--- config.mk ---
export PLATFORM = sky130hd
export DESIGN_NAME = pncm_ctrl
export DESIGN_NICKNAME = d
export VERILOG_FILES = /design/src/rtl/core/pncm_pkg.sv /design/src/rtl/core/pncm_ctrl.sv
export SDC_FILE = /design/constraint.sdc
export NUM_CORES = 1
export LEC_CHECK = 0
export ABC_AREA = 1
export BUFFER_PORTS_ARGS = -buffer_cell sky130_fd_sc_hd__buf_4
export CAP_MARGIN = 0
export CELL_PAD_IN_SITES_DETAIL_PLACEMENT = 1
export CELL_PAD_IN_SITES_GLOBAL_PLACEMENT = 2
export CORE_AREA = 5 5 42 44
export CTS_CLUSTER_SIZE = 25
export DETAILED_ROUTE_END_ITERATION = 8
export DIE_AREA = 0 0 47 49
export GPL_ROUTABILITY_DRIVEN = 0
export GPL_TIMING_DRIVEN = 0
export PLACE_DENSITY_LB_ADDON = 0.1
export SLEW_MARGIN = 20
export SYNTH_ARGS = -nofsm -noshare
export SYNTH_HDL_FRONTEND = slang
export SYNTH_SLANG_ARGS = --single-unit
--- constraint.sdc ---
create_clock -name clk -period 1.1 [get_ports clk]
set_input_delay 0.22 -clock clk [delete_from_list [all_inputs] [get_ports clk]]
set_output_delay 0.22 -clock clk [all_outputs]
set_load 0.1 [all_outputs]
--- src/rtl/core/pncm_pkg.sv ---
// shared types and constants for the palette nearest color match unit
package pncm_pkg;

	// default palette depth and the fixed field widths
	localparam int unsigned PaletteEntriesDef = 256;
	localparam int unsigned ChanW            = 8;
	localparam int unsigned EntryIdxW        = 8;
	localparam int unsigned DistW            = 10;
	localparam int unsigned BestDistW        = 15;
	localparam logic [BestDistW-1:0] StartDist = 15'h7fff;

	// request kind carried on tuser
	typedef enum logic {
		OP_LOAD  = 1'b0,
		OP_MATCH = 1'b1
	} op_t;

	typedef struct packed {
		logic [ChanW-1:0] blue;
		logic [ChanW-1:0] green;
		logic [ChanW-1:0] red;
	} color_t;

	// controller to datapath
	typedef struct packed {
		logic wr_en;
		logic start;
		logic issue;
		logic publish;
	} cmd_t;

	// datapath to controller
	typedef struct packed {
		logic last_addr;
		logic pipe_empty;
		logic out_busy;
	} status_t;

endpackage

--- src/rtl/core/pncm_ctrl.sv ---
// controller state machine sequencing loads and palette scans
module pncm_ctrl (
	input  logic               clk,
	input  logic               arst_n,
	input  logic               s_valid,
	input  pncm_pkg::op_t      s_op,
	output logic               ready,
	output pncm_pkg::cmd_t     cmd,
	input  pncm_pkg::status_t  status
);
	import pncm_pkg::*;

	typedef enum logic [1:0] {
		ST_IDLE,
		ST_SCAN,
		ST_DRAIN
	} state_t;

	state_t state_q;
	logic   ready_q;
	logic   accept;

	assign accept = s_valid && ready_q;

	// state and ready register
	always_ff @(posedge clk or negedge arst_n) begin
		if (!arst_n) begin
			state_q <= ST_IDLE;
			ready_q <= 1'b1;
		end else begin
			case (state_q)
				ST_IDLE: begin
					if (accept && (s_op == OP_MATCH)) begin
						state_q <= ST_SCAN;
						ready_q <= 1'b0;
					end
				end
				ST_SCAN: begin
					if (status.last_addr) begin
						state_q <= ST_DRAIN;
					end
				end
				ST_DRAIN: begin
					if (status.pipe_empty && !status.out_busy) begin
						state_q <= ST_IDLE;
						ready_q <= 1'b1;
					end
				end
				default: begin
					state_q <= ST_IDLE;
					ready_q <= 1'b1;
				end
			endcase
		end
	end

	// command decode
	always_comb begin
		cmd.wr_en   = accept && (s_op == OP_LOAD);
		cmd.start   = accept && (s_op == OP_MATCH);
		cmd.issue   = (state_q == ST_SCAN);
		cmd.publish = (state_q == ST_DRAIN) && status.pipe_empty && !status.out_busy;
	end

	assign ready = ready_q;

endmodule
==> run_results.csv, run 1 <==
group,metric,value,unit
run_status,status,"finished, violations left",
run_status,violations,"setup timing",
logic_synthesis,syn_nets,33,
final_layout,fillerInstances,168,
clock_tree,clkTransAtPathRegs,0.03,ns
detailed_routing,drt_iter0_drc,2,
final_layout,num_antenna_cells,0,
min_path,hold_class,"in2reg",
detailed_routing,viasPerCell,3.875,
timing,slew-limit-headroom,87.79,%
final_layout,final_util,34.29,%
setup_path,endpoint_kind,"output pin",
timing,rsz0062_at_grt,"true",
die,io_pins,12,
logic_synthesis,ys_types,12,
timing,tightest_slew,0.1826,ns
timing,finalCritPeriodShare,129.6,%
logic_synthesis,synth_top_area_cell,"dfrtp_1",
detailed_routing,drcViolationCount,0,
detailed_routing,final_antenna_net_count,0,
clock_tree,cts-buffers-inserted,3,
setup_path,cp_max_fo,3,
die,die_h,49,µm
logic_synthesis,yosysSeqAreaShare,43.57,%
setup_path,critPathBufInv,2,
setup_path,timing.rr.start,"ready",
global_route,grt_util_all_layers,7.193,%
timing,fin_ws,-0.3255,ns
final_layout,mostFrequentLayoutCells,"12 x buf_4, 6 x nand2_1, 5 x buf_12, 3 x clkbuf_4",
timing,clock.fmax,701.5,MHz
global_route,use_met2,9.502,%
global_route,grt_max_degree,5,
timing,slew_violations,0,
detailed_routing,routed_wl,668,µm
timing,skew,0.0004093,ns
power,swShare,46.04,%
global_route,antenna_found_initial,0,
logic_synthesis,ys_ff_latch,3,
die,core,0.001401,mm²
timing,setup_violations,6,
die,die-area,0.002303,mm²
global_route,grt_pass1_wl,1110,µm
setup_path,critical-path-max-stage-delay,0.64,ns
clock_tree,clockBufferDepth,2,
logic_synthesis,syn_area,175.2,µm²
final_layout,final_common_cell,"buf_4",
power,leakage,0.2202,nW
setup_path,crit_family,"flip-flops",
placement,io_buffer_count,11,
setup_path,crit_slowest_cell,"dfstp_4",
die,die_w,47,µm
global_route,grt_pass1_vias,267,
power,ir_drop,0.6468,mV
min_path,hold_start,"status[2]",
clock_tree,root_buffer,"clkbuf_4",
logic_synthesis,avgSynthCellArea,6.737,µm²
setup_path,critPathRequiredTime,0.88,ns
logic_synthesis,yosysWarningCount,0,
clock_tree,cts_num_sinks,3,
timing,hold_viol_final,0,
global_route,grtUsageMet1,7.506,%
detailed_routing,num_vias,248,
final_layout,nets,56,
power,switchingPower,447.3,µW
final_layout,drive_above_1_share,66.67,%
logic_synthesis,synth_area_leaders,"dfrtp_1 29%, nand2_1 17%, dfstp_2 15%",
power,clkPwrFrac,19.6,%
clock_tree,cts.htree.levels,1,
run,maxCapViolations,0,
placement,dpl.hpwl,491.9,µm
setup_path,cp.arrival,1.21,ns
logic_synthesis,synth_cells,26,
placement,dp_cells,53,
global_route,gr-max-usage-layer,"met2",
detailed_routing,drt-pass1-iter-count,2,
power,p_seq_share,20.6,%
logic_synthesis,synth_top_cell_area_share,28.57,%
die,rows,14,
power,combPwrFrac,59.9,%
power,p_int,524.4,µW
setup_path,startpoint,"ready",
setup_path,critPathKind,"reg2out",
setup_path,worstPathCellList,"nand3_4 > clkinvlp_4 > buf_12",
detailed_routing,routedWlPerCell,10.44,µm
clock_tree,cts_tree,"done",
timing,layout_min_cycle_time,1.426,ns
global_route,overflow,0,
final_layout,area_delta_synth_final,174.3,%
setup_path,worstSetupStartpointType,"register",
die,start_util,12.50,%
clock_tree,clkLatencyLatePin,0.23,ns
final_layout,stdcell_count,64,
global_route,globalRouteMet3Util,2.952,%
power,p_per_area,2022,mW/mm²
## metrics by stage
| step | worst slack [ns] | hold WS [ns] | instance area [µm²] | setup TNS, ns | power, mW |
|---|---|---|---|---|---|
| 2_1_floorplan | -0.4876 | -0.07559 | 221.5 | -1.905 | 0.5146 |
| 3_3_place_gp | -0.2139 | 0.008512 | 324.1 | -0.5429 | 0.6072 |
| 3_5_place_dp | -0.2157 | 0.01057 | 324.1 | -0.5653 | 0.6086 |
| 4_1_cts | -0.3450 | 0.1823 | 465.4 | -1.374 | 0.9598 |
| 5_1_grt | -0.3703 | 0.1836 | 480.5 | -1.640 | 1.045 |
| 6_report | -0.3255 | 0.1922 | 480.5 | -1.339 | 0.9717 |
## routing by layer
metal	vias up	part of all wire [%]
met5	-	0
met4	0	4.0
met3	4	9.1
met2	12	53
met1	109	34
li1	123	-
## worst paths after layout
kind / endpoint / slack (ns) / cells past startpoint
max: cmd[2] / -0.33 / 3
min: state_q[0] / 0.19 / 2
max reg2reg: ready / -0.04 / 6
min reg2reg: ready / 0.67 / 3
max in group asynchronous: ready / 0.60 / 2
min in group asynchronous: state_q[1] / 0.32 / 2
## synth_stat cells
master / number
inv_1: 4
o21ai_0: 1
o21ai_1: 1
dfstp_2: 1
inv_2: 1
nand2_1: 8
dfrtp_1: 2
nor3_1: 1
nand3_1: 3
nor2_2: 1
nand2_2: 1
nor2_1: 2
## state kept, by name, indices dropped and copies added (netlist names)
signal / flops
ready: 1
state_q: 2
## cells by family (layout without fill, tap and decap cells)
family,count (synthesis),in the layout,share of synthesized area [%]
buf+inv,5,27,10.71
compound gates,2,2,5.709
simple gates,16,16,40.00
flops,3,3,43.58
## final cells by class
type	count	area (µm²)	area share, %
timing repair buffer	18	200.2	41.67
multi-input combinational	18	126.4	26.30
clock buffer	4	26.28	5.469
tap	16	20.02	4.167
sequential	3	81.33	16.93
inverter	5	26.28	5.469
## power groups by stage
stage | combinational (mW) | clock [mW] | sequential, mW
6_report | 0.582 | 0.190 | 0.200
3_5_place_dp | 0.404 | 0 | 0.205
2_1_floorplan | 0.247 | 0 | 0.268
3_3_place_gp | 0.403 | 0 | 0.204
4_1_cts | 0.559 | 0.201 | 0.200
5_1_grt | 0.621 | 0.220 | 0.204
## timing repair
item,in CTS,in global routing
hold buffers,1,0
endpoints found under the hold margin,3,0
pin swaps,3,0
buffers inserted,4,2
gates resized for setup,17,0
setup endpoints to repair,5,6
Power figures use the tool's default switching activity.
==> run 2, diff against run 1 <==
- CTS_BUF_LIST: default -> sky130_fd_sc_hd__clkbuf_8
==> run_results.csv, run 2 (synthesis results as in run 1) <==
group,metric,value,unit
run_status,status,"finished, violations left",
run_status,violations,"setup timing",
final_layout,area_delta_synth_final,185.0,%
timing,rsz0062_at_grt,"true",
global_route,antenna_found_initial,0,
clock_tree,cts.htree.levels,1,
die,rows,14,
die,die_w,47,µm
die,start_util,12.50,%
timing,holdWs,0.2112,ns
power,finalPower,1.090,mW
final_layout,top_register,"state_q",
timing,layout_min_cycle_time,1.409,ns
timing,skew,0.001908,ns
final_layout,fillerInstances,166,
power,combPwrFrac,53.4,%
detailed_routing,routedWlPerCell,10.80,µm
global_route,overflow,0,
global_route,grt_util_all_layers,7.551,%
power,p_seq_share,18.3,%
detailed_routing,final_antenna_net_count,0,
power,switchingPower,463.6,µW
die,core,0.001401,mm²
clock_tree,cts-buffers-inserted,3,
final_layout,final_util,35.63,%
detailed_routing,drcViolationCount,0,
timing,slew-limit-headroom,87.79,%
clock_tree,clkTransAtPathRegs,0.03,ns
die,io_pins,12,
timing,finalCritPeriodShare,128.1,%
final_layout,nets,56,
final_layout,drive_above_1_share,66.67,%
power,swShare,42.54,%
placement,io_buffer_count,11,
timing,fin_ws,-0.3089,ns
final_layout,largest_register_ffs,2,
clock_tree,clkLatencyLatePin,0.21,ns
power,ir_drop,0.6568,mV
detailed_routing,drt-pass1-iter-count,1,
detailed_routing,num_vias,246,
clock_tree,clockBufferDepth,2,
setup_path,critPathBufInv,2,
detailed_routing,viasPerCell,3.844,
power,p_per_area,2183,mW/mm²
global_route,grt_max_degree,5,
setup_path,critPathRequiredTime,0.88,ns
power,leakage,0.2321,nW
setup_path,worstPathCellList,"nand3_4 > clkinvlp_4 > buf_12",
detailed_routing,drt_iter0_drc,0,
final_layout,mostFrequentLayoutCells,"12 x buf_4, 6 x nand2_1, 5 x buf_12, 3 x inv_1, 3 x clkbuf_8",
timing,setup_tns,-1.247,ns
setup_path,crit_family,"flip-flops",
final_layout,stdcell_count,64,
detailed_routing,routed_wl,691,µm
clock_tree,root_buffer,"clkbuf_8",
final_layout,num_antenna_cells,0,
global_route,grt_pass1_vias,272,
timing,tightest_slew,0.1826,ns
setup_path,crit_slowest_cell,"dfstp_4",
setup_path,endpoint_kind,"output pin",
placement,place_area,324.1,µm²
placement,dp_cells,53,
power,p_int,626.1,µW
final_layout,final_common_cell,"buf_4",
clock_tree,cts_num_sinks,3,
power,clkPwrFrac,28.3,%
setup_path,cp_max_fo,3,
setup_path,critPathKind,"reg2out",
die,die-area,0.002303,mm²
placement,dp_slack,-0.2157,ns
setup_path,worstSetupStartpointType,"register",
timing,clock.fmax,709.8,MHz
placement,dpl.hpwl,491.9,µm
run,maxCapViolations,0,
final_layout,stdcell_area,499.2,µm²
timing,setup_violations,6,
timing,slew_violations,0,
setup_path,cp.arrival,1.19,ns
clock_tree,cts_tree,"done",
timing,hold_viol_final,0,
min_path,hold_class,"in2reg",
global_route,grt_pass1_wl,1152,µm
setup_path,critical-path-max-stage-delay,0.63,ns
die,die_h,49,µm
run 2: timing repair:
item,CTS,global route
hold buffers,1,0
setup buffers,4,2
gates resized for setup,17,0
hold endpoints to repair,3,0
setup endpoints to repair,5,6
pin swaps,3,0
run 2: cell type report:
| type | instances | area, µm² | share of cell area [%] |
|---|---|---|---|
| clock buffers | 3 | 41.29 | 8.271 |
| multi-input cells | 18 | 126.4 | 25.31 |
| repair buffers | 18 | 200.2 | 40.10 |
| flip-flops and latches | 3 | 81.33 | 16.29 |
| well taps | 16 | 20.02 | 4.010 |
| clock inverters | 1 | 3.754 | 0.7519 |
| inverters | 5 | 26.28 | 5.263 |
run 2: power groups by stage:
| stage | Combinational (mW) | Clock (mW) | Sequential (mW) |
|---|---|---|---|
| floorplan | 0.247 | 0 | 0.268 |
| global placement | 0.403 | 0 | 0.204 |
| detailed placement | 0.404 | 0 | 0.205 |
| CTS | 0.560 | 0.319 | 0.201 |
| global route | 0.622 | 0.340 | 0.206 |
| finish | 0.582 | 0.308 | 0.200 |
run 2: worst register-to-register path, stage by stage, from the launching register on:
cell,delay [ns]
dfstp_4,0.63
nand3_4,0.08
buf_4,0.13
nand2_1,0.04
nand3_1,0.06
nand2_1,0.06
nand2_1,0.05
run 2: final timing paths:
check	startpoint	endpoint	slack [ns]	cells after the start
setup / recovery	ready	cmd[2]	-0.31	3
hold / removal	status[2]	state_q[0]	0.21	2
setup reg to reg	ready	ready	-0.03	6
hold reg to reg	state_q[1]	ready	0.66	3
max in group asynchronous	arst_n	ready	0.58	2
min in group asynchronous	arst_n	state_q[1]	0.33	2
run 2: routing by layer:
metal	track usage, %	wire length, µm
met5	0	0
met3	2.952	52
met1	7.743	240
met4	8.295	31
met2	10.41	366
==> run 3, diff against run 2 <==
- SKIP_CTS_REPAIR_TIMING: default -> 1
==> run_results.csv, run 3 (synthesis results as in run 1) <==
group,metric,value,unit
run_status,status,"finished, violations left",
run_status,violations,"setup timing",
final_layout,final_common_cell,"buf_4",
setup_path,cp_max_fo,3,
final_layout,top_register,"state_q",
global_route,antenna_found_initial,0,
clock_tree,clkTransAtPathRegs,0.03,ns
final_layout,num_antenna_cells,0,
final_layout,final_util,35.27,%
timing,slew_violations,0,
power,ir_drop,0.5747,mV
die,die-area,0.002303,mm²
setup_path,worstPathCellList,"nand3_4 > clkinvlp_4 > buf_12",
die,start_util,12.50,%
final_layout,fillerInstances,162,
clock_tree,clkLatencyLatePin,0.21,ns
clock_tree,root_buffer,"clkbuf_8",
global_route,grt_pass1_vias,235,
detailed_routing,final_antenna_net_count,0,
detailed_routing,num_vias,243,
power,p_per_area,2190,mW/mm²
timing,clock.fmax,708.5,MHz
setup_path,crit_family,"flip-flops",
setup_path,crit_slowest_cell,"dfstp_4",
power,finalPower,1.082,mW
setup_path,startpoint,"ready",
final_layout,mostFrequentLayoutCells,"11 x buf_4, 6 x nand2_1, 5 x buf_12, 3 x inv_1, 3 x clkbuf_8",
detailed_routing,routed_wl,653,µm
detailed_routing,drt-pass1-iter-count,1,
die,io_pins,12,
timing,rsz0062_at_grt,"true",
final_layout,area_delta_synth_final,182.1,%
setup_path,critPathKind,"reg2out",
die,die_w,47,µm
min_path,hold_start,"status[2]",
timing,layout_min_cycle_time,1.411,ns
clock_tree,clockBufferDepth,2,
run,maxCapViolations,0,
setup_path,timing.rr.start,"ready",
clock_tree,cts_num_sinks,3,
setup_path,critical-path-max-stage-delay,0.63,ns
die,die_h,49,µm
setup_path,endpoint_kind,"output pin",
detailed_routing,viasPerCell,3.857,
detailed_routing,routedWlPerCell,10.37,µm
placement,io_buffer_count,11,
setup_path,cp.arrival,1.19,ns
setup_path,critPathBufInv,2,
clock_tree,cts_tree,"done",
clock_tree,cts-buffers-inserted,3,
global_route,grt_pass1_wl,1021,µm
detailed_routing,drcViolationCount,0,
global_route,grt_util_all_layers,6.704,%
timing,tightest_slew,0.1876,ns
final_layout,largest_register_ffs,2,
timing,skew,0.002365,ns
timing,fin_ws,-0.3114,ns
final_layout,nets,55,
global_route,grt_max_degree,7,
timing,finalCritPeriodShare,128.3,%
detailed_routing,drt_iter0_drc,0,
power,leakage,0.2286,nW
die,rows,14,
timing,slew-limit-headroom,87.45,%
die,core,0.001401,mm²
timing,hold_viol_final,0,
timing,setup_violations,5,
setup_path,critPathRequiredTime,0.88,ns
global_route,overflow,0,
clock_tree,cts.htree.levels,1,
setup_path,worstSetupStartpointType,"register",
final_layout,drive_above_1_share,68.09,%
min_path,hold_class,"in2reg",
placement,dpl.hpwl,491.9,µm
==> run 3: changes by cell type in the layout (fill, tap and decap cells not counted), sizes merged <==
cell	change
buf	-1
==> run 3: routing by layer <==
layer / global-route usage (%) / wire [µm]
met5: 0 / 0
met4: 8.295 / 31
met3: 2.214 / 56
met2: 8.145 / 325
met1: 7.743 / 239
==> run 3: worst register-to-register path: cells and delay by family, from the launching register on <==
| kind | cells | cell delay (ns) |
|---|---|---|
| flops | 1 | 0.63 |
| simple gates | 5 | 0.32 |
==> run 3: layout make-up <==
type	instances	area, µm²	area share [%]
tap	16	20.02	4.051
clock buffer	3	41.29	8.354
clock inverter	1	3.754	0.7595
multi-input combinational	18	128.9	26.08
inverter	5	26.28	5.316
sequential	3	81.33	16.46
timing repair buffer	17	192.7	38.99
==> run 3: power by group <==
group	total, mW	switching, mW	internal, mW
clock	0.307	0.0699	0.237
combinational	0.569	0.342	0.227
sequential	0.206	0.0494	0.156
==> run 3: final timing paths <==
kind | end | cells past startpoint | slack (ns)
worst max-delay path | cmd[2] | 3 | -0.31
worst min register to register | state_q[1] | 3 | 0.65
worst max register to register | ready | 5 | 0.07
max in group asynchronous | ready | 2 | 0.58
worst min-delay path | state_q[0] | 2 | 0.20
min in group asynchronous | state_q[1] | 2 | 0.34
==> run 3: per-stage QoR <==
stage	setup WS [ns]	area [µm²]	TNS, ns	hold slack (ns)	std cells
6_report	-0.3114	494.2	-1.280	0.2021	63
4_1_cts	-0.4470	369.1	-1.738	-0.2159	57
3_3_place_gp	-0.2139	324.1	-0.5429	0.008512	53
5_1_grt	-0.3475	494.2	-1.489	0.2016	63
3_5_place_dp	-0.2157	324.1	-0.5653	0.01057	53
2_1_floorplan	-0.4876	221.5	-1.905	-0.07559	26
